<file path="src/tcc_pkg.sv">
// ----------------------------------------------------------------------------
// Text case converter package
// Mode codes, character constants and the per-byte conversion function.
// ----------------------------------------------------------------------------
package tcc_pkg;

  localparam int unsigned ByteW = 8;
  localparam int unsigned ModeW = 3;

  // Case mode codes; the codes above sentence case pass bytes through.
  typedef enum logic [ModeW-1:0] {
    MODE_UPPER    = 3'd0,
    MODE_LOWER    = 3'd1,
    MODE_TOGGLE   = 3'd2,
    MODE_WORD     = 3'd3,
    MODE_SENTENCE = 3'd4
  } mode_e;

  localparam logic [ModeW-1:0] ModeReset = MODE_UPPER;

  // Character constants.
  localparam logic [ByteW-1:0] ChUpA      = 8'h41;
  localparam logic [ByteW-1:0] ChUpZ      = 8'h5A;
  localparam logic [ByteW-1:0] ChLoA      = 8'h61;
  localparam logic [ByteW-1:0] ChLoZ      = 8'h7A;
  localparam logic [ByteW-1:0] ChDig0     = 8'h30;
  localparam logic [ByteW-1:0] ChDig9     = 8'h39;
  localparam logic [ByteW-1:0] ChUpI      = 8'h49;
  localparam logic [ByteW-1:0] ChDot      = 8'h2E;
  localparam logic [ByteW-1:0] ChBang     = 8'h21;
  localparam logic [ByteW-1:0] ChQuest    = 8'h3F;
  localparam logic [ByteW-1:0] ChUnder    = 8'h5F;
  localparam logic [ByteW-1:0] ChDash     = 8'h2D;
  localparam logic [ByteW-1:0] ChApos     = 8'h27;
  localparam logic [ByteW-1:0] Lat1UpLo   = 8'hC0;
  localparam logic [ByteW-1:0] Lat1UpHi   = 8'hDF;
  localparam logic [ByteW-1:0] Lat1LoLo   = 8'hE0;
  localparam logic [ByteW-1:0] CaseOffset = 8'd32;

  // Result of converting one byte, with the updated context flags.
  typedef struct packed {
    logic [ByteW-1:0] ch;
    logic             prev_sep;
    logic             in_sent;
  } conv_t;

  function automatic logic is_up(logic [ByteW-1:0] c);
    return (c >= ChUpA && c <= ChUpZ) || (c >= Lat1UpLo && c <= Lat1UpHi);
  endfunction

  function automatic logic is_low(logic [ByteW-1:0] c);
    return (c >= ChLoA && c <= ChLoZ) || (c >= Lat1LoLo);
  endfunction

  function automatic logic [ByteW-1:0] to_up(logic [ByteW-1:0] c);
    return is_low(c) ? c - CaseOffset : c;
  endfunction

  function automatic logic [ByteW-1:0] to_low(logic [ByteW-1:0] c);
    return is_up(c) ? c + CaseOffset : c;
  endfunction

  // A separator is anything but an ASCII letter, digit, or . _ - '.
  function automatic logic is_sep(logic [ByteW-1:0] c);
    logic alnum;
    alnum = (c >= ChUpA && c <= ChUpZ) || (c >= ChLoA && c <= ChLoZ) ||
            (c >= ChDig0 && c <= ChDig9);
    return !alnum && c != ChDot && c != ChUnder && c != ChDash && c != ChApos;
  endfunction

  // Convert one byte given the mode, the separator flag of the following
  // byte and the current context.
  function automatic conv_t convert(logic [ByteW-1:0] c, logic next_sep,
                                    logic [ModeW-1:0] mode, logic prev_sep,
                                    logic in_sent);
    conv_t r;
    r.ch      = c;
    r.in_sent = in_sent;
    unique case (mode)
      MODE_UPPER: r.ch = to_up(c);
      MODE_LOWER: r.ch = to_low(c);
      MODE_TOGGLE: r.ch = is_low(c) ? to_up(c) : to_low(c);
      MODE_WORD: begin
        if (is_up(c) && !prev_sep) begin
          r.ch = to_low(c);
        end else if (is_low(c) && prev_sep) begin
          r.ch = to_up(c);
        end
      end
      MODE_SENTENCE: begin
        if (in_sent) begin
          // An isolated I stays upper case.
          if (to_up(c) == ChUpI && prev_sep && next_sep) begin
            r.ch = ChUpI;
          end else begin
            r.ch = to_low(c);
          end
          if ((r.ch == ChDot || r.ch == ChBang || r.ch == ChQuest) && next_sep) begin
            r.in_sent = 1'b0;
          end
        end else if (!is_sep(c)) begin
          r.ch      = to_up(c);
          r.in_sent = 1'b1;
        end
      end
      default: r.ch = c;
    endcase
    r.prev_sep = is_sep(r.ch);
    return r;
  endfunction

endpackage

</file>
<file path="src/text_case_converter_core.sv">
// ----------------------------------------------------------------------------
// Text case converter core
// Streaming Latin-1 case converter with one byte of lookahead.
// ----------------------------------------------------------------------------
// Each byte is held until the next byte arrives, so that the converter knows
// whether a separator follows; it is then converted in one pass of logic into
// the output register. One item is accepted per clock while text flows and the
// output is not stalled. The final byte of a text (tlast) is released in the
// cycle after it is accepted, or later while a stalled output item still waits,
// and until then no new item is taken. After the final byte the word and
// sentence context returns to its reset value. The case mode is written through
// cfg_we_i / cfg_wdata_i: 0 upper, 1 lower, 2 toggle, 3 word case, 4 sentence
// case, other codes pass bytes through. The user must write it only while the
// block is idle; the block itself does not enforce this.
module text_case_converter_core (
  input  logic                         clk_i,
  input  logic                         rst_ni,
  // Configuration: case mode.
  input  logic                         cfg_we_i,
  input  logic [tcc_pkg::ModeW-1:0]    cfg_wdata_i,
  // Input stream.
  input  logic                         s_axis_tvalid_i,
  output logic                         s_axis_tready_o,
  input  logic [tcc_pkg::ByteW-1:0]    s_axis_tdata_i,   // [7:0] text_byte
  input  logic                         s_axis_tlast_i,   // end_of_text
  // Output stream.
  output logic                         m_axis_tvalid_o,
  input  logic                         m_axis_tready_i,
  output logic [tcc_pkg::ByteW-1:0]    m_axis_tdata_o,   // [7:0] out_byte
  output logic                         m_axis_tlast_o    // out_last
);

  logic [tcc_pkg::ModeW-1:0] mode_q;
  logic [tcc_pkg::ByteW-1:0] held_q, held_d;
  logic                      held_valid_q, held_valid_d;
  logic                      held_last_q, held_last_d;
  logic                      prev_sep_q, prev_sep_d;
  logic                      in_sent_q, in_sent_d;
  logic                      out_valid_q, out_valid_d;
  logic [tcc_pkg::ByteW-1:0] out_byte_q, out_byte_d;
  logic                      out_last_q, out_last_d;

  logic          out_free;
  logic          in_accept;
  logic          release_held;
  logic          next_sep;
  tcc_pkg::conv_t conv;

  // Handshake: a held final byte blocks input until it is released.
  assign out_free        = !out_valid_q || m_axis_tready_i;
  assign s_axis_tready_o = !held_valid_q || (!held_last_q && out_free);
  assign in_accept       = s_axis_tvalid_i && s_axis_tready_o;
  assign release_held    = held_valid_q && (held_last_q ? out_free : in_accept);

  // Convert the held byte; the end of the text counts as a separator.
  assign next_sep = held_last_q ? 1'b1 : tcc_pkg::is_sep(s_axis_tdata_i);
  assign conv     = tcc_pkg::convert(held_q, next_sep, mode_q, prev_sep_q, in_sent_q);

  // Next-state logic for the hold stage, context and output register.
  always_comb begin
    held_d       = held_q;
    held_valid_d = held_valid_q;
    held_last_d  = held_last_q;
    prev_sep_d   = prev_sep_q;
    in_sent_d    = in_sent_q;
    out_valid_d  = out_valid_q && !m_axis_tready_i;
    out_byte_d   = out_byte_q;
    out_last_d   = out_last_q;

    if (release_held) begin
      out_valid_d = 1'b1;
      out_byte_d  = conv.ch;
      out_last_d  = held_last_q;
      if (held_last_q) begin
        prev_sep_d   = 1'b1;
        in_sent_d    = 1'b0;
        held_valid_d = 1'b0;
        held_last_d  = 1'b0;
      end else begin
        prev_sep_d = conv.prev_sep;
        in_sent_d  = conv.in_sent;
      end
    end

    if (in_accept) begin
      held_d       = s_axis_tdata_i;
      held_valid_d = 1'b1;
      held_last_d  = s_axis_tlast_i;
    end
  end

  // Control registers.
  always_ff @(posedge clk_i or negedge rst_ni) begin
    if (!rst_ni) begin
      mode_q       <= tcc_pkg::ModeReset;
      held_valid_q <= 1'b0;
      held_last_q  <= 1'b0;
      prev_sep_q   <= 1'b1;
      in_sent_q    <= 1'b0;
      out_valid_q  <= 1'b0;
    end else begin
      if (cfg_we_i) begin
        mode_q <= cfg_wdata_i;
      end
      held_valid_q <= held_valid_d;
      held_last_q  <= held_last_d;
      prev_sep_q   <= prev_sep_d;
      in_sent_q    <= in_sent_d;
      out_valid_q  <= out_valid_d;
    end
  end

  // Payload registers.
  always_ff @(posedge clk_i) begin
    held_q     <= held_d;
    out_byte_q <= out_byte_d;
    out_last_q <= out_last_d;
  end

  assign m_axis_tvalid_o = out_valid_q;
  assign m_axis_tdata_o  = out_byte_q;
  assign m_axis_tlast_o  = out_last_q;

endmodule

</file>
<file path="config.mk">
export PLATFORM = sky130hd
export DESIGN_NAME = text_case_converter_core
export DESIGN_NICKNAME = d
export VERILOG_FILES = /design/src/tcc_pkg.sv /design/src/text_case_converter_core.sv
export SDC_FILE = /design/constraint.sdc
export NUM_CORES = 1
export LEC_CHECK = 0
export ABC_AREA = 1
export BUFFER_PORTS_ARGS = -buffer_cell sky130_fd_sc_hd__buf_2
export CAP_MARGIN = 10
export CORE_ASPECT_RATIO = 1.1
export CORE_MARGIN = 2
export CORE_UTILIZATION = 37
export DETAILED_ROUTE_END_ITERATION = 16
export GPL_TIMING_DRIVEN = 0
export PLACE_DENSITY = 0.58
export SETUP_SLACK_MARGIN = 0.3
export SYNTH_ARGS = -nofsm -noshare
export SYNTH_HDL_FRONTEND = slang
export SYNTH_SLANG_ARGS = --single-unit
</file>
<file path="constraint.sdc">
create_clock -name clk_i -period 3.1 [get_ports clk_i]
set_input_delay 0.775 -clock clk_i [delete_from_list [all_inputs] [get_ports clk_i]]
set_output_delay 0.775 -clock clk_i [all_outputs]
set_load 0.01 [all_outputs]
</file>
# Word level (Yosys, flattened, before mapping)
# Cells that the tools add are included.
[classes]
muxes = 25
add_sub_neg = 2
n_lt_le_gt_ge = 21
n_eq_ne = 20
n_reduce_logical = 57
[ops]
columns = ["operator", "count"]
rows = [
  ["8-bit 2-to-1 mux", 10],
  ["8-bit by 6-bit inequality test with 1-bit output, second input constant", 9],
  ["8-bit by 7-bit >= comparator with 1-bit output, second input constant", 6],
  ["8-bit by 7-bit <= comparator with 1-bit output, second input constant", 6],
  ["8-bit one-hot mux with 5 select lines", 1],
  ["1-bit logical AND", 31],
  ["8-bit by 6-bit equality test with 1-bit output, second input constant", 3],
  ["8-bit by 6-bit >= comparator with 1-bit output, second input constant", 3],
  ["8-bit by 6-bit <= comparator with 1-bit output, second input constant", 3],
  ["8-bit by 7-bit inequality test with 1-bit output, second input constant", 3],
  ["8-bit >= comparator, second input constant", 2],
  ["1-bit 2-to-1 mux", 14],
  ["1-bit logical OR", 12],
  ["8-bit by 6-bit adder with 8-bit output, second input constant", 1],
  ["8-bit by 7-bit equality test with 1-bit output, second input constant", 1],
  ["8-bit <= comparator, second input constant", 1],
  ["1-bit zero test", 8],
  ["8-bit by 6-bit subtractor with 8-bit output, second input constant", 1],
  ["3-bit by 2-bit equality test with 1-bit output, second input constant", 2],
  ["2-bit nonzero test", 3],
  ["2-bit AND reduction", 2],
  ["3-bit by 1-bit equality test with 1-bit output, second input constant", 1],
  ["3-bit equality test, second input constant", 1],
  ["3-bit zero test", 1],
]
[totals]
input_bits = 17
regBits = 25

# Logic depth before layout (Yosys ltp)
[depth]
depth_word = 26
mapped_depth = 24

# Worst setup path after synthesis
# Ideal clock, no wire load.
[synth_timing]
path_kind = "register to register"
start = "register held_q[5] in the netlist's numbering"
end = "register prev_sep_q"
required_time_ns = 3.032
path_stages_with_launch = 22
t_arrival_ns = 2.285
synth_period_minus_slack_ns = 2.353
path_slack_ns = 0.747
cell_sequence = "edfxtp_1 > buf_2 > inv_2 > ha_1 > nor2_1 > o21bai_1 > nand3_2 > nand2_2 > nand2_2 > nand2_2 > nand2_2 > nand3_2 > nand2_1 > nor2_4 > nand3_4 > nor2_4 > nand3_1 > nand2_1 > nand2_1 > nand2_1 > nand2_1 > a21oi_2"
[synth_lines]
columns = ["item", "line_no", "rtl"]
rows = [
  ["start, declared", "text_case_converter_core.sv:34", "logic [tcc_pkg::ByteW-1:0] held_q, held_d;"],
  ["start signal, assigned", "text_case_converter_core.sv:115", "held_q <= held_d;"],
  ["end signal, assigned", "text_case_converter_core.sv:107", "prev_sep_q <= prev_sep_d;"],
  ["end, declared", "text_case_converter_core.sv:37", "logic prev_sep_q, prev_sep_d;"],
]

# Final worst setup path
[layout_timing]
start = "register held_q[5] in the netlist's numbering"
end = "register prev_sep_q"
[layout_between]
elab_chain_len = 22
elab_cells_between_ends = 65
[layout_lines]
columns = ["item", "line_no", "rtl"]
rows = [
  ["8-bit by 7-bit >= comparator with 1-bit output, or another cell as far along", "tcc_pkg.sv:52, tcc_pkg.sv:66", ""],
  ["1-bit logical AND, on equally long branches", "tcc_pkg.sv:52, tcc_pkg.sv:66, tcc_pkg.sv:48", ""],
  ["1-bit logical OR, on equally long branches", "tcc_pkg.sv:52, tcc_pkg.sv:66", ""],
  ["8-bit 2-to-1 mux / 1-bit logical OR (equally long branches)", "tcc_pkg.sv:56, tcc_pkg.sv:66", ""],
  ["8-bit by 7-bit equality test with 1-bit output / 1-bit zero test (equally long branches)", "tcc_pkg.sv:93, tcc_pkg.sv:68", ""],
  ["1-bit logical AND, on equally long branches (2 in a row)", "tcc_pkg.sv:93, tcc_pkg.sv:68", ""],
  ["8-bit 2-to-1 mux / 1-bit logical AND (equally long branches)", "tcc_pkg.sv:93, tcc_pkg.sv:68", ""],
  ["8-bit 2-to-1 mux / 1-bit logical AND (equally long branches)", "tcc_pkg.sv:91, tcc_pkg.sv:68", ""],
  ["(+2 left out)", "-", ""],
  ["8-bit one-hot mux with 5 select lines *", "tcc_pkg.sv:79", "unique case (mode)"],
  ["8-bit by 7-bit >= comparator with 1-bit output / 8-bit by 7-bit <= comparator with 1-bit output (equally long branches)", "tcc_pkg.sv:66", "alnum = (c >= ChUpA && c <= ChUpZ) || (c >= ChLoA && c <= ChLoZ) ||"],
  ["1-bit logical AND", "tcc_pkg.sv:66", ""],
  ["1-bit logical OR (2 in a row)", "tcc_pkg.sv:66", ""],
  ["1-bit zero test", "tcc_pkg.sv:68", "return !alnum && c != ChDot && c != ChUnder && c != ChDash && c != ChApos;"],
  ["1-bit logical AND (3 in a row)", "tcc_pkg.sv:68", ""],
  ["1-bit logical AND *", "tcc_pkg.sv:68", ""],
  ["1-bit 2-to-1 mux *", "text_case_converter_core.sv:74", "if (held_last_q) begin"],
]
# Every way passes the cells marked *; elsewhere a longest branch is shown, timed or not. The select of a mux whose other input is x is not followed.
# A chain may end at the register's enable or synchronous reset.

==> results.toml <==
[run_status]
status = "finished clean"

[cells_and_area]
syn2layout_area_growth_pct = 24.31
antenna_cells = 0
stdcell_count = 450
layout_commonest_cell = "nand2_1"
layout-drive-gt1-share_pct = 27.88
finalInstanceArea_mm2 = 0.002688
layout_common_cells = "nand2_1, inv_1, nand3_1"
nets = 394

[cts]
insertion_delay_ps = 280
cts_max_path_buffers = 2
clock_tree.root_cell = "clkbuf_8"
htree_levels = 1
cts_tree = "yes"
clkSinkCount = 25
hold_buffers = 0
cts_buffers = 3
path_clk_slew_ps = 100

[sta]
setup_viol = 0
hold_ws_ps = 310.8
slew_violations = 0
rsz0062_at_grt = "false"
worst_pin_slew_ps = 585.3
finClkSkew_ps = 8.277
fmax_ghz = 0.3877
finalCritPeriodShare_pct = 83.20
hold_violations = 0
slew_headroom_pct = 60.56
fin_setup_tns_ps = 0
final.min_clock_period_ps = 2579

[setup_path]
worstPathRequired_ps = 3320
cp-start-kind = "flop"
ff2ff_setup_slack_ps = 520
crit_path_end_kind = "flop"
rr_worst_depth = 22
crit_path_max_fanout = 7
crit_type = "reg2reg"
reg2reg_to = "prev_sep_q$_DFFE_PN1P_"
worstReg2RegStart = "held_q[5]$_DFFE_PP_"
worstSetupStartpoint = "held_q[5]$_DFFE_PP_"
cp.arrival_ps = 2800

[detailed_routing]
wl_met1_um = 2510
via_per_inst = 4.891
first_iter_violations = 98
ant_nets = 0
route.vias.total = 2201
routed_wl_um = 5528
met3WireLength_um = 225
drc = 0
dr.max_layer_used = "met4"
met2_length_um = 2731
post_drt_wl_per_cell_um = 12.28
drtPass1Iterations = 5

[placed_design]
gp_congestion = 0.9596
dpl-instance-area_mm2 = 0.002394
portBuffers = 27
dpl.cell_count = 434
dp_hpwl_um = 4292

[synthesis]
synth_seq_cells = 25
ys_warn_count = 0
synth-edff-count = 17
synth_fp_nets = 350
synth_ff_type = "edfxtp_1"
synth_cell_types = 35
synth_top_family_by_area = "simple AND/OR/NAND/NOR gates"
ys_seq_area_share_pct = 32.93
synth_compound_area_share_pct = 7.234
async_flop_share_pct = 32.00
synth_adder_area_share_pct = 1.736
synth_xor_area_share_pct = 0.8102
synth_area_mm2 = 0.002162
yosys.area_share.simple_pct = 46.41
synthMuxAreaShare_pct = 0
syn_inst = 330
syn_avg_cell_area_um2 = 6.552

[floorplanning]
rows = 29
die_h_um = 84.17
die_area_mm2 = 0.006471
initial_core_util_pct = 37.95
io_pins = 28
fp.coreArea_mm2 = 0.005697
die_w_um = 76.89

[global_routing]
track_usage_pct = 17.64
grt_max_degree = 16
grt_pass1_wl_um = 9308
antenna_found_initial = 0
gr-total-overflow = 0
grt_pass1_vias = 2027

[power]
p_sw_mw = 0.7650
switching_share_pct = 46.30
irDropWorstVdd_v = 0.0003836
p_comb_share_pct = 54.5
power_density_mw_per_mm2 = 614.7
p_leak_nw = 1.335
p_clk_share_pct = 13.0
seqPwrFrac_pct = 32.6
p_int_mw = 0.8872

[flow_run]
maxCapViolations = 0

[hold_path]
hold_class = "in2async"
[metal layers]
| layer | track usage, % | up-vias |
|---|---|---|
| li1 | - | 1150 |
| met4 | 4.132 | 0 |
| met3 | 1.935 | 7 |
| met5 | 0 | - |
| met2 | 31.10 | 55 |
| met1 | 23.18 | 989 |
[worst max-delay path: stages (launching register included)]
cell and delay, ps:
edfxtp_1 420, buf_6 160, buf_4 150, nand2_1 90
inv_1 80, nand3_2 130, nand3_4 140, buf_4 160
nand2_1 110, nand2_1 70, nand3_1 60, nand2_1 50
nand2_1 80, nor2_2 40, nand2_2 80, nand2_2 80
nand3_1 90, nor2_1 40, nor2_1 90, nand2_1 70
nor2_2 110, nand2_2 90, a21oi_2 130
[synthesized netlist by cell type (2+ instances only)]
master	count	area share, %
inv_1	43	7.5
nand3b_1	4	1.4
buf_2	2	0.46
nor2_2	4	1.2
a21oi_1	7	1.6
o21ai_0	8	1.9
nand3_4	2	1.6
ha_1	3	1.7
o31ai_1	2	0.69
nor3_1	7	1.6
nor2_4	3	1.6
clkbuf_1	5	0.87
nand2_1	105	18
nand3_1	36	8.3
nand3_2	4	1.9
nand4_1	6	1.7
dfrtp_1	7	8.1
inv_2	5	0.87
nor2_1	37	6.4
nand2_2	7	2.0
o211ai_1	2	0.69
buf_4	2	0.69
edfxtp_1	17	24
[flip-flops by register name, indices dropped and copies added, names as in the netlist]
signal           flops
held_last_q          1
held_q               8
held_valid_q         1
in_sent_q            1
m_axis_tdata_o       8
m_axis_tlast_o       1
m_axis_tvalid_o      1
mode_q               3
prev_sep_q           1
[timing repair]
action	4_1_cts	5_1_grt
pin swaps	0	20
resized for setup	2	43
setup endpoints to repair	1	1
buffers inserted	2	10
[power groups by stage]
stage          clock, mW  sequential [mW]  combinational, mW
2_1_floorplan          0            0.557              0.542
6_report           0.214            0.538              0.900
3_3_place_gp           0            0.548              0.762
5_1_grt            0.231            0.550               1.00
4_1_cts            0.216            0.536              0.785
3_5_place_dp           0            0.548              0.769
[worst max path at each step]
stage                              to  slack (ps)  cells after the start
2_1_floorplan  prev_sep_q$_DFFE_PN1P_         750                     21
3_3_place_gp   prev_sep_q$_DFFE_PN1P_         280                     21
3_5_place_dp   prev_sep_q$_DFFE_PN1P_         270                     21
4_1_cts        prev_sep_q$_DFFE_PN1P_         320                     21
5_1_grt        prev_sep_q$_DFFE_PN1P_         300                     22
6_report       prev_sep_q$_DFFE_PN1P_         520                     22
[metrics by stage]
stage                     power (mW)  util (%)  setup WS, ps
after detailed placement       1.317     42.02         267.2
after global placement         1.311     42.02         278.5
after global routing           1.784     47.18         302.9
after floorplan                1.099         -         747.0
after CTS                      1.537     43.22         324.9
final                          1.652     47.18         520.8
[cells by family (layout without fill, tap and decap cells)]
kind of cell             Yosys count  count (layout)
buffers and inverters             58             101
flip-flops                        25              25
XOR/XNOR                           2               2
AO/OA/AOI/OAI                     26              26
adder cells (fa/ha/maj)            3               3
AND/OR/NAND/NOR                  216             216
[final cells by class]
cell class,instances,area (um2)
plain buffers,10,65.06
clock buffers,3,41.29
clock inverters,1,7.507
fillers,599,3009
inverters,48,195.2
multi-input cells,247,1345
flip-flops and latches,25,711.9
well taps,77,96.34
repair buffers,39,225.2
(Power assumes the default switching activity.)
